===== config.mk =====
export PLATFORM = sky130hd
export DESIGN_NAME = cngram_clean
export DESIGN_NICKNAME = d
export VERILOG_FILES = /design/src/cngram_pkg.sv /design/src/cngram_clean.sv
export SDC_FILE = /design/constraint.sdc
export NUM_CORES = 1
export LEC_CHECK = 0
export BUFFER_PORTS_ARGS = -buffer_cell sky130_fd_sc_hd__buf_2
export CAP_MARGIN = 30
export CORE_UTILIZATION = 59
export CTS_BUF_LIST = sky130_fd_sc_hd__clkbuf_16
export DETAILED_ROUTE_END_ITERATION = 12
export GPL_ROUTABILITY_DRIVEN = 0
export MAX_ROUTING_LAYER = met4
export PLACE_DENSITY = 0.9
export SYNTH_ARGS = -nofsm -noshare
export SYNTH_HDL_FRONTEND = slang
export SYNTH_SLANG_ARGS = --single-unit

===== constraint.sdc =====
create_clock -name i_clk -period 9.85 [get_ports i_clk]
set_clock_uncertainty 0.1 [all_clocks]
set_input_delay 1.97 -clock i_clk [delete_from_list [all_inputs] [get_ports i_clk]]
set_output_delay 1.97 -clock i_clk [all_outputs]
set_load 0.005 [all_outputs]

===== src/cngram_pkg.sv =====
// ----------------------------------------------------------------------------
// cngram_pkg - shared types and constants
// Symbol coding, histogram geometry, opcodes and the cleaner-to-core bump
// record of the character n-gram histogram.
// ----------------------------------------------------------------------------
package cngram_pkg;

    localparam int COUNT_WIDTH = 32;
    localparam int OUT_W       = 32;
    localparam int SYM_W       = 6;
    localparam int SYMS        = 36;
    localparam int BI_DEPTH    = SYMS * SYMS;
    localparam int TRI_DEPTH   = SYMS * SYMS * SYMS;
    localparam int BI_AW       = $clog2(BI_DEPTH);
    localparam int TRI_AW      = $clog2(TRI_DEPTH);

    localparam logic [7:0] CH_NL    = 8'd10;
    localparam logic [7:0] CH_LO    = 8'd32;
    localparam logic [7:0] CH_HI    = 8'd126;
    localparam logic [7:0] CH_APOS  = 8'h27;
    localparam logic [7:0] CH_HYPH  = 8'h2d;
    localparam logic [7:0] CH_SPACE = 8'h20;

    typedef enum logic [1:0] {
        OP_FEED   = 2'd0,
        OP_RD_BI  = 2'd1,
        OP_RD_TRI = 2'd2,
        OP_NONE   = 2'd3
    } t_op;

    typedef enum logic [2:0] {
        PH_DIG  = 3'b001,
        PH_WS   = 3'b010,
        PH_BODY = 3'b100
    } t_phase;

    typedef struct packed {
        logic              bi_en;
        logic              tr_en;
        logic [BI_AW-1:0]  bi_idx;
        logic [TRI_AW-1:0] tr_idx;
    } t_bump;

    // clamp a counter to the 32-bit result field
    function automatic logic [OUT_W-1:0] clamp_count(input logic [COUNT_WIDTH-1:0] c);
        logic [63:0] v;
        v = 64'(c);
        if (v > 64'(32'hFFFF_FFFF)) begin
            return '1;
        end
        return v[OUT_W-1:0];
    endfunction

endpackage


===== src/cngram_clean.sv =====
// ----------------------------------------------------------------------------
// cngram_clean - text cleaner and word tracker
// Strips line prefixes, handles apostrophes and hyphens, codes symbols and
// tells the core which bigram and trigram counters a byte bumps.
// ----------------------------------------------------------------------------
module cngram_clean (
    input  logic                 i_clk,
    input  logic                 i_rst_n,
    input  logic                 i_advance,
    input  logic [7:0]           i_byte,
    output cngram_pkg::t_bump    o_bump
);
    import cngram_pkg::*;

    t_phase           r_phase, n_phase;
    logic             r_prev,  n_prev;
    logic             r_hp,    n_hp;
    logic             r_hla,   n_hla;
    logic [1:0]       r_wl,    n_wl;
    logic [11:0]      r_ls,    n_ls;

    logic             is_alpha, is_upper, is_digit, is_space, is_print;
    logic [SYM_W-1:0] sym;
    logic [1:0]       wl_w;
    logic [11:0]      ls_w;
    t_bump            bump;

    always_comb begin
        is_upper = (i_byte >= "A") && (i_byte <= "Z");
        is_alpha = is_upper || ((i_byte >= "a") && (i_byte <= "z"));
        is_digit = (i_byte >= "0") && (i_byte <= "9");
        is_space = (i_byte == CH_SPACE) || ((i_byte >= 8'd9) && (i_byte <= 8'd13));
        is_print = (i_byte >= CH_LO) && (i_byte <= CH_HI);
        priority if (is_digit) begin
            sym = SYM_W'(i_byte - "0");
        end else if (is_upper) begin
            sym = SYM_W'(i_byte - "A" + 8'd10);
        end else begin
            sym = SYM_W'(i_byte - "a" + 8'd10);
        end
    end

    always_comb begin
        n_phase = r_phase;
        n_prev  = r_prev;
        n_hp    = r_hp;
        n_hla   = r_hla;
        n_wl    = r_wl;
        n_ls    = r_ls;
        wl_w    = r_wl;
        ls_w    = r_ls;
        bump    = '0;
        priority if (i_byte == CH_NL) begin
            n_phase = PH_DIG;
            n_prev  = 1'b0;
            n_hp    = 1'b0;
            n_hla   = 1'b0;
            n_wl    = '0;
            n_ls    = '0;
        end else if (r_phase == PH_DIG && is_digit) begin
            n_phase = PH_DIG;
        end else if (r_phase != PH_BODY && is_space) begin
            n_phase = PH_WS;
        end else begin
            n_phase = PH_BODY;
            // pending hyphen resolves on its right neighbour
            if (r_hp) begin
                if (!(r_hla && is_alpha)) begin
                    wl_w = '0;
                    ls_w = '0;
                end
                n_hp  = 1'b0;
                n_hla = 1'b0;
            end
            priority if (!is_print) begin
                wl_w = '0;
                ls_w = '0;
            end else if (i_byte == CH_APOS) begin
                wl_w = wl_w;
            end else if (i_byte == CH_HYPH) begin
                n_hp  = 1'b1;
                n_hla = r_prev;
            end else if (is_alpha || is_digit) begin
                bump.bi_en  = (wl_w != 2'd0);
                bump.tr_en  = (wl_w == 2'd2);
                bump.bi_idx = BI_AW'(ls_w[5:0]) * BI_AW'(SYMS) + BI_AW'(sym);
                bump.tr_idx = TRI_AW'(ls_w[11:6]) * TRI_AW'(SYMS * SYMS)
                            + TRI_AW'(ls_w[5:0]) * TRI_AW'(SYMS) + TRI_AW'(sym);
                ls_w = {ls_w[5:0], sym};
                if (wl_w != 2'd2) begin
                    wl_w = wl_w + 2'd1;
                end
            end else begin
                wl_w = '0;
                ls_w = '0;
            end
            n_wl   = wl_w;
            n_ls   = ls_w;
            n_prev = is_alpha;
        end
    end

    always_ff @(posedge i_clk) begin
        if (!i_rst_n) begin
            r_phase <= PH_DIG;
            r_prev  <= 1'b0;
            r_hp    <= 1'b0;
            r_hla   <= 1'b0;
            r_wl    <= '0;
            r_ls    <= '0;
        end else if (i_advance) begin
            r_phase <= n_phase;
            r_prev  <= n_prev;
            r_hp    <= n_hp;
            r_hla   <= n_hla;
            r_wl    <= n_wl;
            r_ls    <= n_ls;
        end
    end

    assign o_bump = bump;

endmodule


==> flow_metrics.py, run 1 <==
metrics = {
    "run_status": {
        "status": "complete, no violations",
    },
    "setup_path": {
        "worstSetupStartpointType": "input port",
        "startpoint": "i_byte[0]",
        "reg2reg_depth": 7,
        "r2r_setup_slack_ns": 7.82,
        "crit_end": "o_bump[14]",
        "max_stage_delay_ns": 0.47,
        "crit_slowest_cell": "fa_1",
        "path_max_fanout": 12,
        "r2r-start": "r_phase[2]$_SDFFE_PN0P_",
        "worstPathRequired_ns": 7.78,
        "timing.rr.end": "r_wl[1]$_SDFFE_PN0P_",
        "path_class": "input port to output pin",
        "endpoint_kind": "output pin",
        "arrival_ns": 6.92,
        "crit_top_cell": "ha_1",
        "crit_chain": "buf_2 -> inv_1 -> ha_1 -> nor4b_4 -> a2111oi_4 -> a22oi_4 -> o21ai_2 -> buf_4 -> and2_1 -> ha_1 -> fa_1 -> a21oi_1 -> o21ai_0 -> a21boi_1 -> ha_1 -> ha_1 -> o21a_1 -> o21ai_0 -> a31oi_1 -> o31ai_1 -> xnor2_1 -> nor2b_1 -> buf_2",
    },
    "synthesis": {
        "netlist.area_leader.share": 0.237,
        "synth_area_leaders": "ha_1 24%, dfxtp_1 14%, xnor2_1 4.4%, fa_1 4.1%, nor2_1 3.4%",
        "syn_area_um2": 2960,
        "async_flop_share": 0,
        "syn_avg_cell_area_um2": 8.68,
        "synth_cell_type_count": 67,
        "syn-num-nets": 414,
        "synth_cells": 341,
        "synth-warning-count": 0,
        "seq_area_frac_synth": 0.135,
        "ys_seq_elements": 20,
        "synth_enable_flop_cells": 0,
        "synth_top_flop_cell": "dfxtp_1",
        "synth_top_cell_by_area": "ha_1",
    },
    "timing": {
        "fin_ws_ns": 0.859,
        "finalCriticalPeriod_ns": 8.99,
        "setup_viol": 0,
        "clock.fmax_mhz": 111,
        "maxSlewHeadroom": 0.445,
        "fin_crit_sh": 0.913,
        "finalHoldViolations": 0,
        "drv_slew": 0,
        "worstMarginPinSlew_ns": 0.831,
        "rsz0062_at_grt": "false",
        "tns_ns": 0,
    },
    "global_routing": {
        "track_usage": 0.279,
        "antenna_found_initial": 0,
        "grt_pass1_vias": 2550,
        "grt-ovfl-total": 0,
        "grt_max_degree": 21,
        "grt_pass1_wl_um": 11300,
    },
    "cts": {
        "post-cts-setup-buffers": 0,
        "clk_latency_ns": 0.25,
        "clk_pin_slew_ns": 0.05,
        "cts_max_level": 1,
        "clock_sinks": 20,
        "tritoncts": "yes",
        "hold_buffers": 0,
        "cts-root-buf": "clkbuf_16",
        "cts-resized-gates": 0,
        "clk_path_buf_depth": 2,
        "cts_inserted_buffers": 3,
    },
    "detailed_routing": {
        "via_per_inst": 6.04,
        "wl_um": 6730,
        "firstDrtPassIters": 4,
        "num_vias": 2658,
        "ant_nets": 0,
        "drt_iter0_markers": 102,
        "drc": 0,
        "routedWlPerCell_um": 15.3,
    },
    "pwr": {
        "ir_worst_vdd_uv": 123,
        "internal_power_uw": 185,
        "clkPwrFrac": 0.435,
        "p_seq_frac": 0.333,
        "swShare": 0.262,
        "share_comb_of_total_power": 0.233,
        "p_sw_uw": 66.0,
        "p_leak_nw": 1.65,
        "p_per_area_nw_per_um2": 76.7,
    },
    "finish": {
        "seq_area_um2": 400,
        "num_antenna_cells": 0,
        "area_growth_pct": 10.7,
        "layout_commonest_cell": "ha_1",
        "final_cell_mix": "56 x ha_1, 39 x buf_2, 27 x nor2_1",
        "layout-drive-gt1-share": 0.177,
        "multi_input_area_um2": 2400,
        "fillers": 395,
        "final_nets": 447,
        "utilization": 0.684,
    },
    "placement": {
        "io_buffers": 39,
        "dp_slack_ns": 0.896,
        "place_hpwl_um": 5570,
    },
    "worst_hold_path": {
        "hold_path.class": "register to register",
    },
    "floorplan": {
        "fp-row-count": 25,
        "die_h_um": 72.8,
        "start_util": 0.619,
        "ios": 40,
        "die_area_um2": 5300,
        "fp.dieW_um": 72.8,
        "core-area_um2": 4790,
    },
    "flow_run": {
        "maxCapViolCount": 0,
    },
}
==> power groups by stage <==
stage               clock (mW)  sequential, mW  combinational, mW
global placement             0          0.0852             0.0558
floorplan                    0          0.0849             0.0423
global route             0.115          0.0837             0.0642
CTS                      0.111          0.0836             0.0580
finish                   0.109          0.0836             0.0585
detailed placement           0          0.0853             0.0575
==> registers in the layout (all words and copies together), names as in the netlist <==
signal   count
r_hla        1
r_phase      3
r_prev       1
r_ls        12
r_hp         1
r_wl         2
==> routing by layer <==
| metal | share of wire | global-route usage | wire length (µm) | vias up |
|---|---|---|---|---|
| met1 | 0.43 | 0.306 | 2920 | 1250 |
| li1 | - | - | - | 1302 |
| met2 | 0.50 | 0.525 | 3380 | 86 |
| met4 | 0.032 | 0.0937 | 218 | 0 |
| met5 | 0 | - | 0 | - |
| met3 | 0.032 | 0.0262 | 216 | 20 |
==> cell type report <==
| class | count | share of cell area |
|---|---|---|
| sequential | 20 | 0.122 |
| inverter | 21 | 0.0241 |
| multi-input combinational | 287 | 0.732 |
| clock inverter | 1 | 0.00917 |
| timing repair buffer | 41 | 0.0642 |
| clock buffer | 3 | 0.0229 |
| tap | 67 | 0.0256 |
==> Yosys cell counts (all sizes together), types with 3 or more instances <==
master,instances
clkbuf,4
and2,14
nand3b,3
a31oi,5
xnor2,15
inv,21
a32o,6
and3,6
nor3,9
nor2,27
nand2,19
buf,9
a22o,9
xor2,8
nand3,11
o21ai,11
a21oi,18
nor2b,8
a211oi,3
o21a,6
fa,6
o211ai,7
ha,56
a21boi,3
a21o,6
dfxtp,20
==> worst min path at each step <==
stage | cells after the start | endpoint | slack (ns) | from
finish | 1 | r_ls[6]$_SDFFE_PN0P_ | 0.36 | r_ls[6]$_SDFFE_PN0P_
global route | 1 | r_ls[10]$_SDFFE_PN0P_ | 0.39 | r_ls[10]$_SDFFE_PN0P_
CTS | 1 | r_ls[6]$_SDFFE_PN0P_ | 0.37 | r_ls[6]$_SDFFE_PN0P_
detailed placement | 1 | r_ls[7]$_SDFFE_PN0P_ | 0.35 | r_ls[7]$_SDFFE_PN0P_
global placement | 1 | r_ls[7]$_SDFFE_PN0P_ | 0.34 | r_ls[7]$_SDFFE_PN0P_
floorplan | 1 | r_ls[6]$_SDFFE_PN0P_ | 0.33 | r_ls[6]$_SDFFE_PN0P_
==> cells by family (layout without fill, tap and decap cells) <==
group / count (synthesis) / in the layout / synth area share
multiplexers: 2 / 2 / 0.00718
flip-flops: 20 / 20 / 0.135
AO/OA/AOI/OAI: 88 / 88 / 0.231
adder cells (fa/ha/maj): 62 / 62 / 0.277
AND/OR/NAND/NOR: 112 / 112 / 0.224
XOR/XNOR: 23 / 23 / 0.0706
buffers and inverters: 34 / 66 / 0.0549
==> critical path: cells and delay by family <==
kind            cells  cell delay [ns]
buf+inv             4             0.66
xor+xnor            1             0.14
fa+ha+maj           5             1.63
compound gates     10             2.02
simple gates        3             0.49
==> through the flow <==
step	cell area (µm²)	hold slack, ns	instances	power [mW]
after floorplan	2960	0.334	341	0.127
after global placement	3170	0.341	436	0.141
after detailed placement	3170	0.354	436	0.143
after CTS	3280	0.366	440	0.253
after global routing	3280	0.385	440	0.263
final	3280	0.362	440	0.251
(Power assumes the default switching activity.)
==> inputs of run 2 (changes only) <==
Settings changed: CORE_UTILIZATION 59 to 60, CTS_BUF_LIST sky130_fd_sc_hd__clkbuf_16 to sky130_fd_sc_hd__clkbuf_8, PLACE_DENSITY 0.9 to 0.92.
==> flow_metrics.py, run 2 (synthesized netlist as in run 1, its figures left out) <==
metrics = {
    "cts": {
        "cts-resized-gates": 0,
        "clock_sinks": 20,
        "post-cts-setup-buffers": 0,
        "clk_path_buf_depth": 2,
        "clk_latency_ns": 0.26,
        "hold_buffers": 0,
        "cts-root-buf": "clkbuf_8",
        "cts_max_level": 1,
        "tritoncts": "yes",
        "clk_pin_slew_ns": 0.07,
        "cts_inserted_buffers": 3,
    },
    "placement": {
        "io_buffers": 39,
        "dp_slack_ns": 0.747,
        "place_hpwl_um": 5230,
    },
    "setup_path": {
        "r2r_setup_slack_ns": 7.85,
        "crit_chain": "buf_2 -> inv_1 -> ha_1 -> nor4b_4 -> a2111oi_4 -> a22oi_4 -> o21ai_2 -> and2_1 -> ha_1 -> ha_1 -> fa_1 -> ha_1 -> ha_1 -> nand3_1 -> o211ai_1 -> o21ai_0 -> a31oi_1 -> o31ai_1 -> xnor2_1 -> nor2b_1 -> buf_2",
        "max_stage_delay_ns": 0.51,
        "r2r-start": "r_phase[2]$_SDFFE_PN0P_",
        "crit_family": "adder cells",
        "crit_top_cell": "ha_1",
        "arrival_ns": 7.03,
        "path_class": "input port to output pin",
        "reg2reg_depth": 7,
        "worstSetupStartpointType": "input port",
        "endpoint_kind": "output pin",
        "crit_slowest_cell": "fa_1",
        "worstPathRequired_ns": 7.78,
        "path_max_fanout": 13,
        "timing.rr.end": "r_ls[3]$_SDFFE_PN0P_",
        "worst-path-buf-inv": 3,
    },
    "finish": {
        "multi_input_area_um2": 2400,
        "layout_commonest_cell": "ha_1",
        "regMostFlops": "r_ls",
        "area_growth_pct": 8.71,
        "layout-drive-gt1-share": 0.175,
        "fillers": 380,
        "final_cell_mix": "56 x ha_1, 39 x buf_2, 27 x nor2_1",
        "num_antenna_cells": 0,
        "final_nets": 446,
        "largest_register_ffs": 12,
        "seq_area_um2": 400,
        "reg_top3": "r_ls (12), r_phase (3), r_wl (2)",
    },
    "floorplan": {
        "core-area_um2": 4720,
        "start_util": 0.627,
        "die_h_um": 72.2,
        "die_area_um2": 5220,
        "ios": 40,
        "fp-row-count": 25,
        "fp.dieW_um": 72.2,
    },
    "timing": {
        "worstMarginPinSlew_ns": 0.845,
        "clock.fmax_mhz": 110,
        "rsz0062_at_grt": "false",
        "finalCriticalPeriod_ns": 9.10,
        "maxSlewHeadroom": 0.436,
        "fin_crit_sh": 0.923,
        "drv_slew": 0,
        "finalHoldViolations": 0,
        "setup_viol": 0,
        "hold_ws_ns": 0.363,
        "fin_ws_ns": 0.754,
        "tns_ns": 0,
    },
    "detailed_routing": {
        "firstDrtPassIters": 4,
        "drc": 0,
        "ant_nets": 0,
        "drt_iter0_markers": 111,
        "wl_um": 6410,
        "routedWlPerCell_um": 14.6,
        "via_per_inst": 6.03,
        "num_vias": 2648,
    },
    "global_routing": {
        "grt-ovfl-total": 0,
        "grt_pass1_wl_um": 10500,
        "use_met2": 0.464,
        "top_usage_layer": "met2",
        "antenna_found_initial": 0,
        "grtUsageMet1": 0.299,
        "grt_max_degree": 21,
        "grt_pass1_vias": 2378,
        "use_met3": 0.0361,
        "track_usage": 0.257,
    },
    "pwr": {
        "p_leak_nw": 1.62,
        "ir_worst_vdd_uv": 111,
        "power_uw": 203,
        "p_per_area_nw_per_um2": 63.0,
    },
    "flow_run": {
        "maxCapViolCount": 0,
    },
    "worst_hold_path": {
        "hold_path_end": "r_ls[9]$_SDFFE_PN0P_",
        "min_from": "r_ls[9]$_SDFFE_PN0P_",
        "hold_depth": 1,
        "hold_path.class": "register to register",
    },
    "run_status": {
        "status": "complete, no violations",
    },
}
## run 2: cell type report
| type | count | share of cell area |
|---|---|---|
| Tap cell | 67 | 0.0260 |
| Inverter | 21 | 0.0245 |
| Multi-Input combinational cell | 287 | 0.745 |
| Sequential cell | 20 | 0.124 |
| Timing Repair Buffer | 40 | 0.0630 |
| Clock buffer | 4 | 0.0171 |
## run 2: per-stage QoR
step / area (µm²) / cells / utilization
3_5_place_dp: 3160 / 435 / 0.670
3_3_place_gp: 3160 / 435 / 0.670
5_1_grt: 3220 / 439 / 0.681
6_report: 3220 / 439 / 0.681
2_1_floorplan: 2960 / 341 / -
4_1_cts: 3220 / 439 / 0.681
## run 2: worst reg2reg max path, stage by stage (launching register included)
cell and delay [ns]:
dfxtp_1 0.33, nor2_1 0.11, nand3_1 0.08, nor3_1 0.29, a21oi_1 0.07, o21ai_1 0.27, o21a_1 0.50, a22o_1 0.21
## run 2: how the worst max path moves through the flow
stage               startpoint         end  slack, ns  depth (start not counted)
global route         i_byte[0]  o_bump[14]       0.28                         21
finish               i_byte[0]  o_bump[14]       0.75                         21
global placement     i_byte[5]  o_bump[14]       0.93                         21
CTS                  i_byte[0]  o_bump[14]       0.75                         21
detailed placement   i_byte[0]  o_bump[14]       0.75                         21
floorplan            i_byte[1]  o_bump[14]       1.12                         21
## run 2: power by group
part,switching (mW),internal [mW],total (mW)
Clock,0.0260,0.0356,0.0616
Sequential,0.00111,0.0823,0.0834
Combinational,0.0355,0.0221,0.0577
## run 2: layer usage
metal / share of wire / up-vias
li1: - / 1302
met1: 0.44 / 1251
met2: 0.51 / 84
met3: 0.041 / 11
met4: 0.017 / 0
met5: 0 / -
==> inputs of run 3 (changes only) <==
Settings changed: ABC_AREA set to 1, PLACE_DENSITY 0.92 to 0.91.
==> flow_metrics.py, run 3 <==
metrics = {
    "finish": {
        "largest_register_ffs": 12,
        "final_cell_mix": "133 x nand2_1, 57 x inv_1, 56 x ha_1",
        "regMostFlops": "r_ls",
        "layout-drive-gt1-share": 0.161,
        "layout_commonest_cell": "nand2_1",
        "final_nets": 614,
        "num_antenna_cells": 0,
        "area_growth_pct": 8.00,
        "reg_top3": "r_ls (12), r_phase (3), r_wl (2)",
    },
    "setup_path": {
        "worstSetupStartpointType": "input port",
        "reg2reg_depth": 9,
        "crit_top_cell": "nand2_1",
        "endpoint_kind": "output pin",
        "arrival_ns": 6.99,
        "max_stage_delay_ns": 0.43,
        "worstPathRequired_ns": 7.78,
        "path_max_fanout": 20,
        "crit_slowest_cell": "fa_1",
        "path_class": "input port to output pin",
    },
    "cts": {
        "clk_latency_ns": 0.26,
        "clk_path_buf_depth": 2,
        "cts_max_level": 1,
        "cts-root-buf": "clkbuf_8",
        "cts_inserted_buffers": 3,
        "clock_sinks": 20,
        "hold_buffers": 0,
        "post-cts-setup-buffers": 0,
        "cts-resized-gates": 0,
        "tritoncts": "yes",
        "clk_pin_slew_ns": 0.07,
    },
    "detailed_routing": {
        "wl_met1_um": 3240,
        "drc": 0,
        "wl_um": 7700,
        "num_vias": 3428,
        "via_per_inst": 5.62,
        "ant_nets": 0,
        "dr_wl_met2_um": 3920,
        "met3_wirelength_um": 350,
        "drt_iter0_markers": 140,
        "routedWlPerCell_um": 12.6,
        "firstDrtPassIters": 5,
        "top_layer": "met4",
    },
    "synthesis": {
        "seq_area_frac_synth": 0.122,
        "synth_area_leaders": "ha_1 21%, nand2_1 15%, dfxtp_1 12%, inv_1 6.5%, a21oi_1 6.1%",
        "synth_top_cell_by_area": "ha_1",
        "syn-num-nets": 581,
        "syn_area_um2": 3280,
        "synth-warning-count": 0,
        "synth_top_flop_cell": "dfxtp_1",
        "syn_avg_cell_area_um2": 6.46,
        "ys_top_cells_by_count": "133 x nand2_1, 57 x inv_1, 56 x ha_1",
        "synth_cell_type_count": 37,
        "synth.most_common_cell": "nand2_1",
        "async_flop_share": 0,
        "ys_seq_elements": 20,
        "synth_enable_flop_cells": 0,
        "netlist.area_leader.share": 0.213,
        "synth_cells": 508,
    },
    "pwr": {
        "p_per_area_nw_per_um2": 75.2,
        "ir_worst_vdd_uv": 108,
        "p_leak_nw": 1.96,
        "power_uw": 267,
    },
    "global_routing": {
        "grt_max_degree": 21,
        "track_usage": 0.273,
        "antenna_found_initial": 0,
        "grt_pass1_vias": 3144,
        "grt-ovfl-total": 0,
        "grt_pass1_wl_um": 13100,
    },
    "timing": {
        "setup_viol": 0,
        "maxSlewHeadroom": 0.664,
        "worstMarginPinSlew_ns": 0.501,
        "rsz0062_at_grt": "false",
        "finalHoldViolations": 0,
        "fin_ws_ns": 0.795,
        "drv_slew": 0,
        "tns_ns": 0,
        "fin_crit_sh": 0.919,
        "finalCriticalPeriod_ns": 9.06,
        "clock.fmax_mhz": 110,
    },
    "placement": {
        "place_hpwl_um": 6310,
        "io_buffers": 39,
        "dp_slack_ns": 0.872,
    },
    "floorplan": {
        "core-area_um2": 5170,
        "ios": 40,
        "fp-row-count": 26,
        "start_util": 0.635,
        "fp.dieW_um": 76.0,
        "die_area_um2": 5770,
        "die_h_um": 76.0,
    },
    "run_status": {
        "status": "complete, no violations",
    },
    "worst_hold_path": {
        "hold_depth": 2,
        "hold_path.class": "register to register",
    },
    "flow_run": {
        "maxCapViolCount": 0,
    },
}
-- run 3: area by class of cell --
class	instances	area, µm²
Clock buffer	3	41.3
Clock inverter	1	30.0
Fill cell	471	1630
Inverter	66	250
Multi-Input combinational cell	410	2530
Sequential cell	20	400
Tap cell	70	87.6
Timing Repair Buffer	40	203
-- run 3: power by group --
| part | switching, mW | internal, mW |
|---|---|---|
| Combinational | 0.0649 | 0.0350 |
| Sequential | 0.00198 | 0.0835 |
| Clock | 0.0270 | 0.0542 |
-- run 3: worst max-delay path, delay by kind of cell --
family                   cells  cell delay [ns]
AO/OA/AOI/OAI                2             0.49
AND/OR/NAND/NOR             19             1.86
buffers and inverters        7             0.93
adder cells (fa/ha/maj)      6             1.75
-- run 3: path summary, 6_finish.rpt --
kind	start	endpoint	slack [ns]
max	i_byte[0]	o_bump[15]	0.79
min	r_ls[3]$_SDFFE_PN0P_	r_ls[3]$_SDFFE_PN0P_	0.37
max reg2reg	r_hla$_SDFFE_PN0P_	r_wl[1]$_SDFFE_PN0P_	8.19
min reg2reg	r_ls[3]$_SDFFE_PN0P_	r_ls[3]$_SDFFE_PN0P_	0.37
-- run 3: routing by layer --
metal  up-vias  global-route usage
met5         -                   -
met4         0              0.0846
met3        22              0.0287
met2       116               0.510
met1      1576               0.304
li1       1714                   -
-- run 3: through the flow --
step,instance area (µm²),hold WS (ns),util,std cells
2_1_floorplan,3280,0.339,-,508
3_3_place_gp,3470,0.353,0.672,606
3_5_place_dp,3470,0.355,0.672,606
4_1_cts,3550,0.367,0.686,610
5_1_grt,3550,0.381,0.686,610
6_report,3550,0.370,0.686,610
-- run 3: logic make-up (layout without fill, tap and decap cells) --
family | Yosys count | after routing | synth area share
and+or+nand+nor | 253 | 253 | 0.349
AOI/OAI and AO/OA | 79 | 79 | 0.130
buffers and inverters | 78 | 110 | 0.106
adders and majority gates | 62 | 62 | 0.250
DFF | 20 | 20 | 0.122
xor gates and xnor gates | 16 | 16 | 0.0427
